**src/hw/rtl/jtd_pkg.sv**
```systemverilog
package jtd_pkg;

    // Score counter width and saturation ceiling
    localparam int SCORE_WIDTH = 16;
    localparam int OUT_SCORE_WIDTH = 16;

    typedef logic [SCORE_WIDTH-1:0] t_score;

    // Result encoding codes
    localparam logic [1:0] ENC_UNKNOWN = 2'd0;
    localparam logic [1:0] ENC_EUC     = 2'd1;
    localparam logic [1:0] ENC_SJIS    = 2'd2;
    localparam logic [1:0] ENC_UTF8    = 2'd3;

    // Window scanner flavors
    localparam logic KIND_EUC  = 1'b0;
    localparam logic KIND_UTF8 = 1'b1;

    // Score increments
    localparam logic [1:0] ADD_NONE   = 2'd0;
    localparam logic [1:0] ADD_PAIR   = 2'd2;
    localparam logic [1:0] ADD_TRIPLE = 2'd3;

    typedef struct packed {
        logic [7:0] text_byte;
        logic       is_last;
    } t_in_word;

    typedef struct packed {
        logic [1:0]                 encoding;
        logic [OUT_SCORE_WIDTH-1:0] sjis_score;
        logic [OUT_SCORE_WIDTH-1:0] euc_score;
        logic [OUT_SCORE_WIDTH-1:0] utf8_score;
    } t_out_word;

    // Add a small increment, stopping at the all-ones ceiling
    function automatic t_score sat_add(input t_score s, input logic [1:0] amt);
        logic [SCORE_WIDTH:0] sum;
        sum = {1'b0, s} + (SCORE_WIDTH+1)'(amt);
        if (sum[SCORE_WIDTH]) begin
            return '1;
        end
        return sum[SCORE_WIDTH-1:0];
    endfunction

    function automatic logic pair_match(input logic kind, input logic [7:0] a,
                                        input logic [7:0] b);
        if (kind == KIND_EUC) begin
            return ((a inside {[8'hA1:8'hFE]}) && (b inside {[8'hA1:8'hFE]})) ||
                   ((a == 8'h8E) && (b inside {[8'hA1:8'hDF]}));
        end
        return (a inside {[8'hC0:8'hDF]}) && (b inside {[8'h80:8'hBF]});
    endfunction

    function automatic logic triple_lead(input logic kind, input logic [7:0] a,
                                         input logic [7:0] b);
        if (kind == KIND_EUC) begin
            return (a == 8'h8F) && (b inside {[8'hA1:8'hFE]});
        end
        return (a inside {[8'hE0:8'hEF]}) && (b inside {[8'h80:8'hBF]});
    endfunction

    function automatic logic triple_tail(input logic kind, input logic [7:0] c);
        if (kind == KIND_EUC) begin
            return c inside {[8'hA1:8'hFE]};
        end
        return c inside {[8'h80:8'hBF]};
    endfunction

    function automatic logic sjis_lead(input logic [7:0] a);
        return (a inside {[8'h81:8'h9F]}) || (a inside {[8'hE0:8'hFC]});
    endfunction

    function automatic logic sjis_trail(input logic [7:0] b);
        return (b inside {[8'h40:8'h7E]}) || (b inside {[8'h80:8'hFC]});
    endfunction

endpackage

```
**src/hw/rtl/jtd_sjis_scan.sv**
```systemverilog
module jtd_sjis_scan (
    input  logic            i_clk,
    input  logic            i_rst_n,
    input  logic            i_step,
    input  logic            i_clear,
    input  logic [7:0]      i_byte,
    output jtd_pkg::t_score o_score
);
    import jtd_pkg::*;

    logic [7:0] r_held;
    logic       r_held_vld;
    t_score     r_score;
    logic [7:0] n_held;
    logic       n_held_vld;
    t_score     n_score;

    // Pair the held lead byte with the current byte, else hold the current byte
    always_comb begin
        n_held     = i_byte;
        n_held_vld = 1'b1;
        n_score    = r_score;
        if (r_held_vld && sjis_lead(r_held) && sjis_trail(i_byte)) begin
            n_held_vld = 1'b0;
            n_score    = sat_add(r_score, ADD_PAIR);
        end
    end

    assign o_score = n_score;

    // Advance on each word, clear after the last one
    always_ff @(posedge i_clk) begin
        if (!i_rst_n) begin
            r_held     <= '0;
            r_held_vld <= 1'b0;
            r_score    <= '0;
        end else if (i_step) begin
            if (i_clear) begin
                r_held     <= '0;
                r_held_vld <= 1'b0;
                r_score    <= '0;
            end else begin
                r_held     <= n_held;
                r_held_vld <= n_held_vld;
                r_score    <= n_score;
            end
        end
    end

    a_clear_empties: assert property (@(posedge i_clk) disable iff (!i_rst_n)
        i_step && i_clear |=> !r_held_vld && (r_score == '0))
        else $error("sjis scanner not cleared after last word");

    a_score_monotonic: assert property (@(posedge i_clk) disable iff (!i_rst_n)
        i_step && !i_clear |=> r_score >= $past(r_score))
        else $error("sjis score decreased");

    a_pair_drops_held: assert property (@(posedge i_clk) disable iff (!i_rst_n)
        i_step && !i_clear && (n_score != r_score) |=> !r_held_vld)
        else $error("sjis held byte kept after a match");

endmodule

```
**src/hw/rtl/jtd_window_scan.sv**
```systemverilog
module jtd_window_scan (
    input  logic            i_clk,
    input  logic            i_rst_n,
    input  logic            i_kind,
    input  logic            i_step,
    input  logic            i_clear,
    input  logic [7:0]      i_byte,
    output jtd_pkg::t_score o_score
);
    import jtd_pkg::*;

    logic [7:0] r_win0;
    logic [7:0] r_win1;
    logic [1:0] r_fill;
    t_score     r_score;
    logic [7:0] n_win0;
    logic [7:0] n_win1;
    logic [1:0] n_fill;
    t_score     n_score;
    logic [1:0] w_add;
    logic [7:0] w_lead;
    logic       w_have_lead;

    // Try the triple tail first, then the pair and the triple lead
    always_comb begin
        n_win0      = r_win0;
        n_win1      = r_win1;
        n_fill      = r_fill;
        w_add       = ADD_NONE;
        w_lead      = r_win0;
        w_have_lead = (r_fill != 2'd0);
        if (r_fill[1] && triple_tail(i_kind, i_byte)) begin
            w_add  = ADD_TRIPLE;
            n_fill = 2'd0;
        end else begin
            // A failed triple moves on by one: the second byte leads
            if (r_fill[1]) begin
                w_lead = r_win1;
            end
            if (!w_have_lead) begin
                n_win0 = i_byte;
                n_fill = 2'd1;
            end else if (pair_match(i_kind, w_lead, i_byte)) begin
                w_add  = ADD_PAIR;
                n_fill = 2'd0;
            end else if (triple_lead(i_kind, w_lead, i_byte)) begin
                n_win0 = w_lead;
                n_win1 = i_byte;
                n_fill = 2'd2;
            end else begin
                n_win0 = i_byte;
                n_fill = 2'd1;
            end
        end
        n_score = sat_add(r_score, w_add);
    end

    assign o_score = n_score;

    // Advance on each word, clear after the last one
    always_ff @(posedge i_clk) begin
        if (!i_rst_n) begin
            r_win0  <= '0;
            r_win1  <= '0;
            r_fill  <= 2'd0;
            r_score <= '0;
        end else if (i_step) begin
            if (i_clear) begin
                r_win0  <= '0;
                r_win1  <= '0;
                r_fill  <= 2'd0;
                r_score <= '0;
            end else begin
                r_win0  <= n_win0;
                r_win1  <= n_win1;
                r_fill  <= n_fill;
                r_score <= n_score;
            end
        end
    end

    a_fill_range: assert property (@(posedge i_clk) disable iff (!i_rst_n)
        r_fill != 2'd3)
        else $error("window fill out of range");

    a_clear_empties: assert property (@(posedge i_clk) disable iff (!i_rst_n)
        i_step && i_clear |=> (r_fill == 2'd0) && (r_score == '0))
        else $error("window scanner not cleared after last word");

    a_score_empties: assert property (@(posedge i_clk) disable iff (!i_rst_n)
        i_step && !i_clear && (w_add != ADD_NONE) |=> r_fill == 2'd0)
        else $error("window kept bytes after a match");

endmodule

```
**src/hw/rtl/japanese_text_encoding_detector_top.sv**
```systemverilog
// Result: the last text byte is registered at the input; once it proceeds, the result
//   word is registered and goes valid.
// Throughput: one text byte per cycle; input stalls only while a last byte waits
//   behind a result word that the output side has not yet taken.
// Reset: synchronous, active low; clears the input and result valid flags and all
//   scanner windows and scores. State also clears after each last byte.
module japanese_text_encoding_detector_top (
    input  logic               i_clk,
    input  logic               i_rst_n,
    input  logic               i_in_valid,
    input  jtd_pkg::t_in_word  i_in_word,
    output logic               o_in_stall,
    output logic               o_out_valid,
    output jtd_pkg::t_out_word o_out_word,
    input  logic               i_out_stall
);
    import jtd_pkg::*;

    logic      r_in_valid;
    t_in_word  r_in;
    logic      r_out_valid;
    t_out_word r_out;
    t_out_word n_out;
    logic      w_proceed;
    logic      w_in_take;
    t_score    w_sjis;
    t_score    w_euc;
    t_score    w_utf8;

    // Hold a last byte while the previous result word is still stalled
    assign w_proceed  = r_in_valid && !(r_in.is_last && r_out_valid && i_out_stall);
    assign o_in_stall = r_in_valid && !w_proceed;
    assign w_in_take  = i_in_valid && !o_in_stall;

    always_ff @(posedge i_clk) begin
        if (!i_rst_n) begin
            r_in_valid <= 1'b0;
        end else if (!r_in_valid || w_proceed) begin
            r_in_valid <= i_in_valid;
        end
    end

    always_ff @(posedge i_clk) begin
        if (w_in_take) begin
            r_in <= i_in_word;
        end
    end

    jtd_sjis_scan u_sjis (
        .i_clk   (i_clk),
        .i_rst_n (i_rst_n),
        .i_step  (w_proceed),
        .i_clear (r_in.is_last),
        .i_byte  (r_in.text_byte),
        .o_score (w_sjis)
    );

    jtd_window_scan u_euc (
        .i_clk   (i_clk),
        .i_rst_n (i_rst_n),
        .i_kind  (KIND_EUC),
        .i_step  (w_proceed),
        .i_clear (r_in.is_last),
        .i_byte  (r_in.text_byte),
        .o_score (w_euc)
    );

    jtd_window_scan u_utf8 (
        .i_clk   (i_clk),
        .i_rst_n (i_rst_n),
        .i_kind  (KIND_UTF8),
        .i_step  (w_proceed),
        .i_clear (r_in.is_last),
        .i_byte  (r_in.text_byte),
        .o_score (w_utf8)
    );

    // Pick the strict winner of EUC, Shift-JIS and UTF-8; a tie for the top gives unknown
    always_comb begin
        n_out.sjis_score = OUT_SCORE_WIDTH'(w_sjis);
        n_out.euc_score  = OUT_SCORE_WIDTH'(w_euc);
        n_out.utf8_score = OUT_SCORE_WIDTH'(w_utf8);
        if (w_euc > w_sjis && w_euc > w_utf8) begin
            n_out.encoding = ENC_EUC;
        end else if (w_sjis > w_euc && w_sjis > w_utf8) begin
            n_out.encoding = ENC_SJIS;
        end else if (w_utf8 > w_euc && w_utf8 > w_sjis) begin
            n_out.encoding = ENC_UTF8;
        end else begin
            n_out.encoding = ENC_UNKNOWN;
        end
    end

    // Load the result word on a last byte, drop it once taken
    always_ff @(posedge i_clk) begin
        if (!i_rst_n) begin
            r_out_valid <= 1'b0;
        end else if (w_proceed && r_in.is_last) begin
            r_out_valid <= 1'b1;
        end else if (!i_out_stall) begin
            r_out_valid <= 1'b0;
        end
    end

    always_ff @(posedge i_clk) begin
        if (w_proceed && r_in.is_last) begin
            r_out <= n_out;
        end
    end

    assign o_out_valid = r_out_valid;
    assign o_out_word  = r_out;

    a_no_overwrite: assert property (@(posedge i_clk) disable iff (!i_rst_n)
        r_out_valid && i_out_stall |-> !(w_proceed && r_in.is_last))
        else $error("result word overwritten while stalled");

    a_result_follows: assert property (@(posedge i_clk) disable iff (!i_rst_n)
        w_proceed && r_in.is_last |=> r_out_valid)
        else $error("no result word after last byte");

    a_plain_byte_flows: assert property (@(posedge i_clk) disable iff (!i_rst_n)
        r_in_valid && !r_in.is_last |-> w_proceed)
        else $error("non-last byte held back");

endmodule

```
**config.mk**
```make
export PLATFORM = sky130hd
export DESIGN_NAME = japanese_text_encoding_detector_top
export DESIGN_NICKNAME = d
export VERILOG_FILES = /design/src/hw/rtl/jtd_pkg.sv /design/src/hw/rtl/jtd_sjis_scan.sv /design/src/hw/rtl/jtd_window_scan.sv /design/src/hw/rtl/japanese_text_encoding_detector_top.sv
export SDC_FILE = /design/constraint.sdc
export NUM_CORES = 1
export LEC_CHECK = 0
export BUFFER_PORTS_ARGS = -buffer_cell sky130_fd_sc_hd__clkbuf_2
export CAP_MARGIN = 20
export CORE_MARGIN = 2
export CORE_UTILIZATION = 65
export CTS_CLUSTER_DIAMETER = 200
export DETAILED_ROUTE_END_ITERATION = 10
export PLACE_DENSITY = 0.86
export SLEW_MARGIN = 20
export SYNTH_ARGS = -nofsm -noshare
export SYNTH_HDL_FRONTEND = slang
export SYNTH_SLANG_ARGS = --single-unit
```
**constraint.sdc**
```tcl
create_clock -name i_clk -period 7.27 [get_ports i_clk]
set_input_delay 1.0905 -clock i_clk [delete_from_list [all_inputs] [get_ports i_clk]]
set_output_delay 1.0905 -clock i_clk [all_outputs]
set_load 0.005 [all_outputs]
```
; ---- Word-level counts from Yosys, hierarchy flattened
; Cells that the tools add are included.
[op_classes]
n_addsub = 3
n_lt_le_gt_ge = 28
n_eq_ne = 9
mux = 85
reduce_logical = 50
[op_table]
columns = op, count
row1 = $mux 8, 25
row2 = $mux 16, 10
row3 = $gt 16x16->1, 6
row4 = $le 8x8->1 const B, 11
row5 = $ge 8x8->1 const B, 9
row6 = $mux 2, 18
row7 = $add 16x2->17, 2
row8 = $logic_and 1x1->1, 32
row9 = $mux 1, 32
row10 = $add 16x2->17 const B, 1
row11 = $eq 8x8->1 const B, 2
row12 = $reduce_bool 2->1, 6
row13 = $reduce_and 5->1, 2
row14 = $ge 8x7->1 const B, 1
row15 = $le 8x7->1 const B, 1
row16 = $ne 2x2->1 const B, 4
row17 = $ne 3x3->1 const B, 2
row18 = $reduce_and 3->1, 2
row19 = $logic_not 1->1, 4
row20 = $logic_or 1x1->1, 4
row21 = $ne 2x1->1 const B, 1
[word_totals]
regBits = 154
out_inout_bits = 52

; ---- Logic depth before layout (Yosys ltp)
[depth]
depth_word = 23
depth_mapped = 22
ltp_nobuf = 20

; ---- By module
; From an unflattened synthesis, not the netlist that was laid out.
[hier_totals]
cells_unflattened = 1016
area_unflattened_um2 = 9303.9
[by_module_without_submodules]
columns = module, instances, cells_each, area_each_um2, seq_area_each_um2
row1 = japanese_text_encoding_detector_top, 1, 227, 3088.0, 1811.7
row2 = jtd_window_scan (u_utf8), 1, 295, 2306.0, 680.7
row3 = jtd_window_scan (u_euc), 1, 279, 2278.4, 680.7
row4 = jtd_sjis_scan, 1, 215, 1631.6, 500.5

; ---- Worst setup path before layout
; OpenSTA, ideal clock, no wires.
[synth_timing]
path_kind = register -> register
from = reg r_in[5] in the netlist's numbering
to = reg r_out, in the netlist o_out_word[48], data pin
setup_ps = 254
t_arrival_ps = 4705
setup_slack_ps = 2310
path_stages_with_launch = 21
n_path_buf = 1
synth_period_minus_slack_ps = 4960
cell_sequence = edfxtp_1 > or4_1 > o21ai_1 > a211oi_1 > a21o_1 > a21oi_1 > nor2_1 > fa_1 > and4_1 > nand2b_1 > or3_1 > clkbuf_1 > nand2_1 > inv_1 > ha_1 > a21o_1 > a21o_1 > a221o_1 > o311a_2 > o211ai_2 > a21bo_1
[synth_rtl]
columns = item, line_no
row1 = "start, declared", japanese_text_encoding_detector_top.sv:20  ; t_in_word r_in;
row2 = "start signal, assigned", japanese_text_encoding_detector_top.sv:45  ; r_in <= i_in_word;
row3 = "end signal, assigned", japanese_text_encoding_detector_top.sv:107  ; r_out <= n_out;
row4 = "end, declared", japanese_text_encoding_detector_top.sv:22  ; t_out_word r_out;

==> flow_metrics.tcl <==
set metrics [dict create \
    seq_power_share 0.456 \
    final_hold_viol_count 0 \
    grt_pass1_wl_um 33200 \
    cts_tree "built" \
    synth_fp_nets 908 \
    die_w_um 115 \
    worst_pin_slew_ns 1.11 \
    slew_viol_final 0 \
    crit_top_cell "a21o_1" \
    cp_data_arrival_time_ns 5.65 \
    setup_violations 0 \
    antenna_found_initial 0 \
    synthCells 844 \
    fin_cells 1047 \
    p_sw_frac 0.208 \
    ctsHoldBuffers 0 \
    via_per_inst 6.58 \
    cts-resized-gates 0 \
    min_period_ns 5.46 \
    maxCapViolations 0 \
    cp.required_ns 7.47 \
    fill_cells 842 \
    multi_input_area_um2 4140 \
    syn_area_um2 8010 \
    power.density_nw_per_um2 212 \
    critPathKind "reg -> reg" \
    portBuffers 64 \
    synth.distinct_cells 78 \
    combPwrFrac 0.031 \
    synth-edff-count 59 \
    max-slew-margin-rel 0.259 \
    drc 0 \
    routed_wl_um 20800 \
    synthToLayoutAreaGrowth_pct 12.9 \
    p_int_w 0.00152 \
    layout_common_cells "dfxtp_1 (87), nand2_1 (72), clkbuf_2 (64)" \
    dr_wl_met3_um 1510 \
    hold_path_class "reg -> reg" \
    placed_cells 1015 \
    vias 6885 \
    ctsLongestPathBuffers 2 \
    grt_pass1_vias 6693 \
    layout.nets 951 \
    ys.flop_type "dfxtp_1" \
    wl_met1_um 7940 \
    n_antenna_cell 0 \
    crit_path_top_delay_cell "dfxtp_1" \
    synth_warnings 0 \
    power_leakage_nw 3.72 \
    layout_commonest_cell "dfxtp_1" \
    dr.pass1.iters 7 \
    cp_max_fo 18 \
    path_cells "or3b_1 > a22o_1 > a211oi_1 > a21o_1 > a21oi_1 > nor2_1 > fa_1 > and4_1 > nand2b_1 > or3_1 > nand2_1 > inv_1 > ha_1 > a21o_1 > a21o_1 > a221o_1 > o311a_2 > o211ai_2 > a21bo_1" \
    cp_num_buf_inv 1 \
    clk_pin_slew_ns 0.06 \
    clock_skew_ns 0.00620 \
    dieArea_um2 13200 \
    worst_skew_pair.late_latency_ns 0.44 \
    globalplace.congestion 0.955 \
    regArea_um2 3510 \
    irDropWorstVdd_mv 0.183 \
    cp-end-kind "flip-flop" \
    crit_family "compound AO/OA/AOI/OAI gates" \
    startpoint_type "flip-flop" \
    grt_setup_unrepaired "false" \
    postCtsSetupBuffers 0 \
    cts-root-buf "clkbuf_16" \
    cts_buffers 17 \
    power_frac_clock 0.514 \
    drt_iter0_drc 1001 \
    drive_above_1_share 0.137 \
    dieHeight_um 115 \
    met2_length_um 10300 \
    critical_path.max_stage_delay_ns 0.65 \
    p_switching_w 0.000398 \
    post-route-period-util 0.751 \
    postLayoutCoreUtil 0.753 \
    synth-seq-cells 146 \
    status "complete, no violations" \
    dp_hpwl_um 14400 \
    rows 40 \
    grt_max_degree 86 \
    grt_overflow_total 0 \
    max_freq_ghz 0.183 \
    post_drt_wl_per_cell_um 19.9 \
    synth_area_per_cell_um2 9.49 \
    ys_seq_area_frac 0.439 \
    coreArea_um2 12000 \
    tns_ns 0 \
    highest_layer "met4" \
    track_usage 0.327 \
    async_flop_share 0 \
    start_util 0.667 \
    antenna_left 0 \
    cts.sinks 146 \
    htree_levels 4 \
    io_pins 65 \
]
==> metrics by stage <==
step	hold slack [ns]	total power (W)	cell area (µm²)	setup slack, ns
finish	0.482	0.00192	9040	1.81
CTS	0.475	0.00192	9040	1.87
global placement	0.458	0.000946	8370	2.11
detailed placement	0.467	0.000949	8370	1.92
floorplan	0.439	0.000926	8010	2.31
global route	0.496	0.00197	9040	1.47
==> path summary, 6_finish.rpt <==
kind / slack [ns] / cells after the start / endpoint / startpoint
worst max-delay path: 1.81 / 19 / o_out_word[48] / u_euc.r_fill[1]
worst min register to register: 0.48 / 2 / u_euc.r_win0[4] / u_euc.r_win0[4]
worst max register to register: 1.81 / 19 / o_out_word[48] / u_euc.r_fill[1]
worst min-delay path: 0.48 / 2 / u_euc.r_win0[4] / u_euc.r_win0[4]
==> power by group through the flow <==
stage	registers [W]	logic [W]	clock network, W
global placement	0.000890	0.0000565	0
CTS	0.000873	0.0000585	0.000989
global route	0.000875	0.0000650	0.00103
finish	0.000874	0.0000589	0.000985
detailed placement	0.000891	0.0000580	0
floorplan	0.000885	0.0000416	0
==> sequential cells by signal (all words and copies together) (netlist names) <==
register,cells
u_euc.r_score,16
u_utf8.r_win0,4
u_euc.r_fill,2
u_euc.r_win1,8
u_utf8.r_win1,4
u_utf8.r_fill,2
u_euc.r_win0,8
u_sjis.r_held_vld,1
u_sjis.r_score,16
u_sjis.r_held,8
r_in_valid,1
u_utf8.r_score,16
o_out_valid,1
o_out_word,50
r_in,9
==> cell families (layout without fill, tap and decap cells) <==
group | count (synthesis) | after routing | share of synthesized area
compound gates | 215 | 215 | 0.185
xor+xnor | 16 | 16 | 0.0175
fa+ha+maj | 51 | 51 | 0.0815
buf+inv | 93 | 149 | 0.0456
flops | 146 | 146 | 0.439
mux | 10 | 10 | 0.0139
simple gates | 313 | 313 | 0.218
==> cell usage after synthesis, types with 4 or more instances <==
cell       number  area [µm²]
nand3_1        22         110
o2bb2ai_1       5        43.8
clkbuf_1       36         135
o21ai_0        32         160
o21a_1          6        45.0
nor3_1          6        30.0
a21boi_1        5        37.5
nand2b_1        5        31.3
dfxtp_1        87        1740
nand4_1        20         125
a31oi_1        12        75.1
and3_1         13        81.3
a21boi_0        6        45.0
o211ai_1        6        45.0
nor2_1         33         124
o21ai_1        15        75.1
mux2i_1         5        50.1
or2_2           4        25.0
inv_1          48         180
nor4_1          6        37.5
o22ai_1         6        37.5
ha_1           49         613
nand3b_1        4        30.0
a21oi_1        31         155
xor2_1          4        35.0
and2_1         36         225
a22oi_1        41         308
nand2_1        72         270
edfxtp_1       59        1770
and4_1         10        87.6
buf_2           7        35.0
a21o_1         18         135
a211oi_1        4        30.0
or4_1           4        30.0
xnor2_1        12         105
nor2b_1        55         344
==> tightest hold or removal path, cell delays in order (launching register included) <==
cell	delay, ns
dfxtp_1	0.32
nand2_1	0.06
a21boi_1	0.05
==> final cells by class <==
cell class / instances / share of cell area
Timing Repair Buffer: 68 / 0.0387
Multi-Input combinational cell: 605 / 0.458
Tap cell: 147 / 0.0203
Clock inverter: 12 / 0.0223
Inverter: 49 / 0.0205
Clock buffer: 20 / 0.0518
Sequential cell: 146 / 0.389
==> per-layer routing <==
layer	GRT usage	up-vias
li1	-	3173
met1	0.385	3234
met2	0.553	374
met3	0.0759	104
met4	0.182	0
met5	0	-
Note: power is estimated with default switching activity, not from simulation.
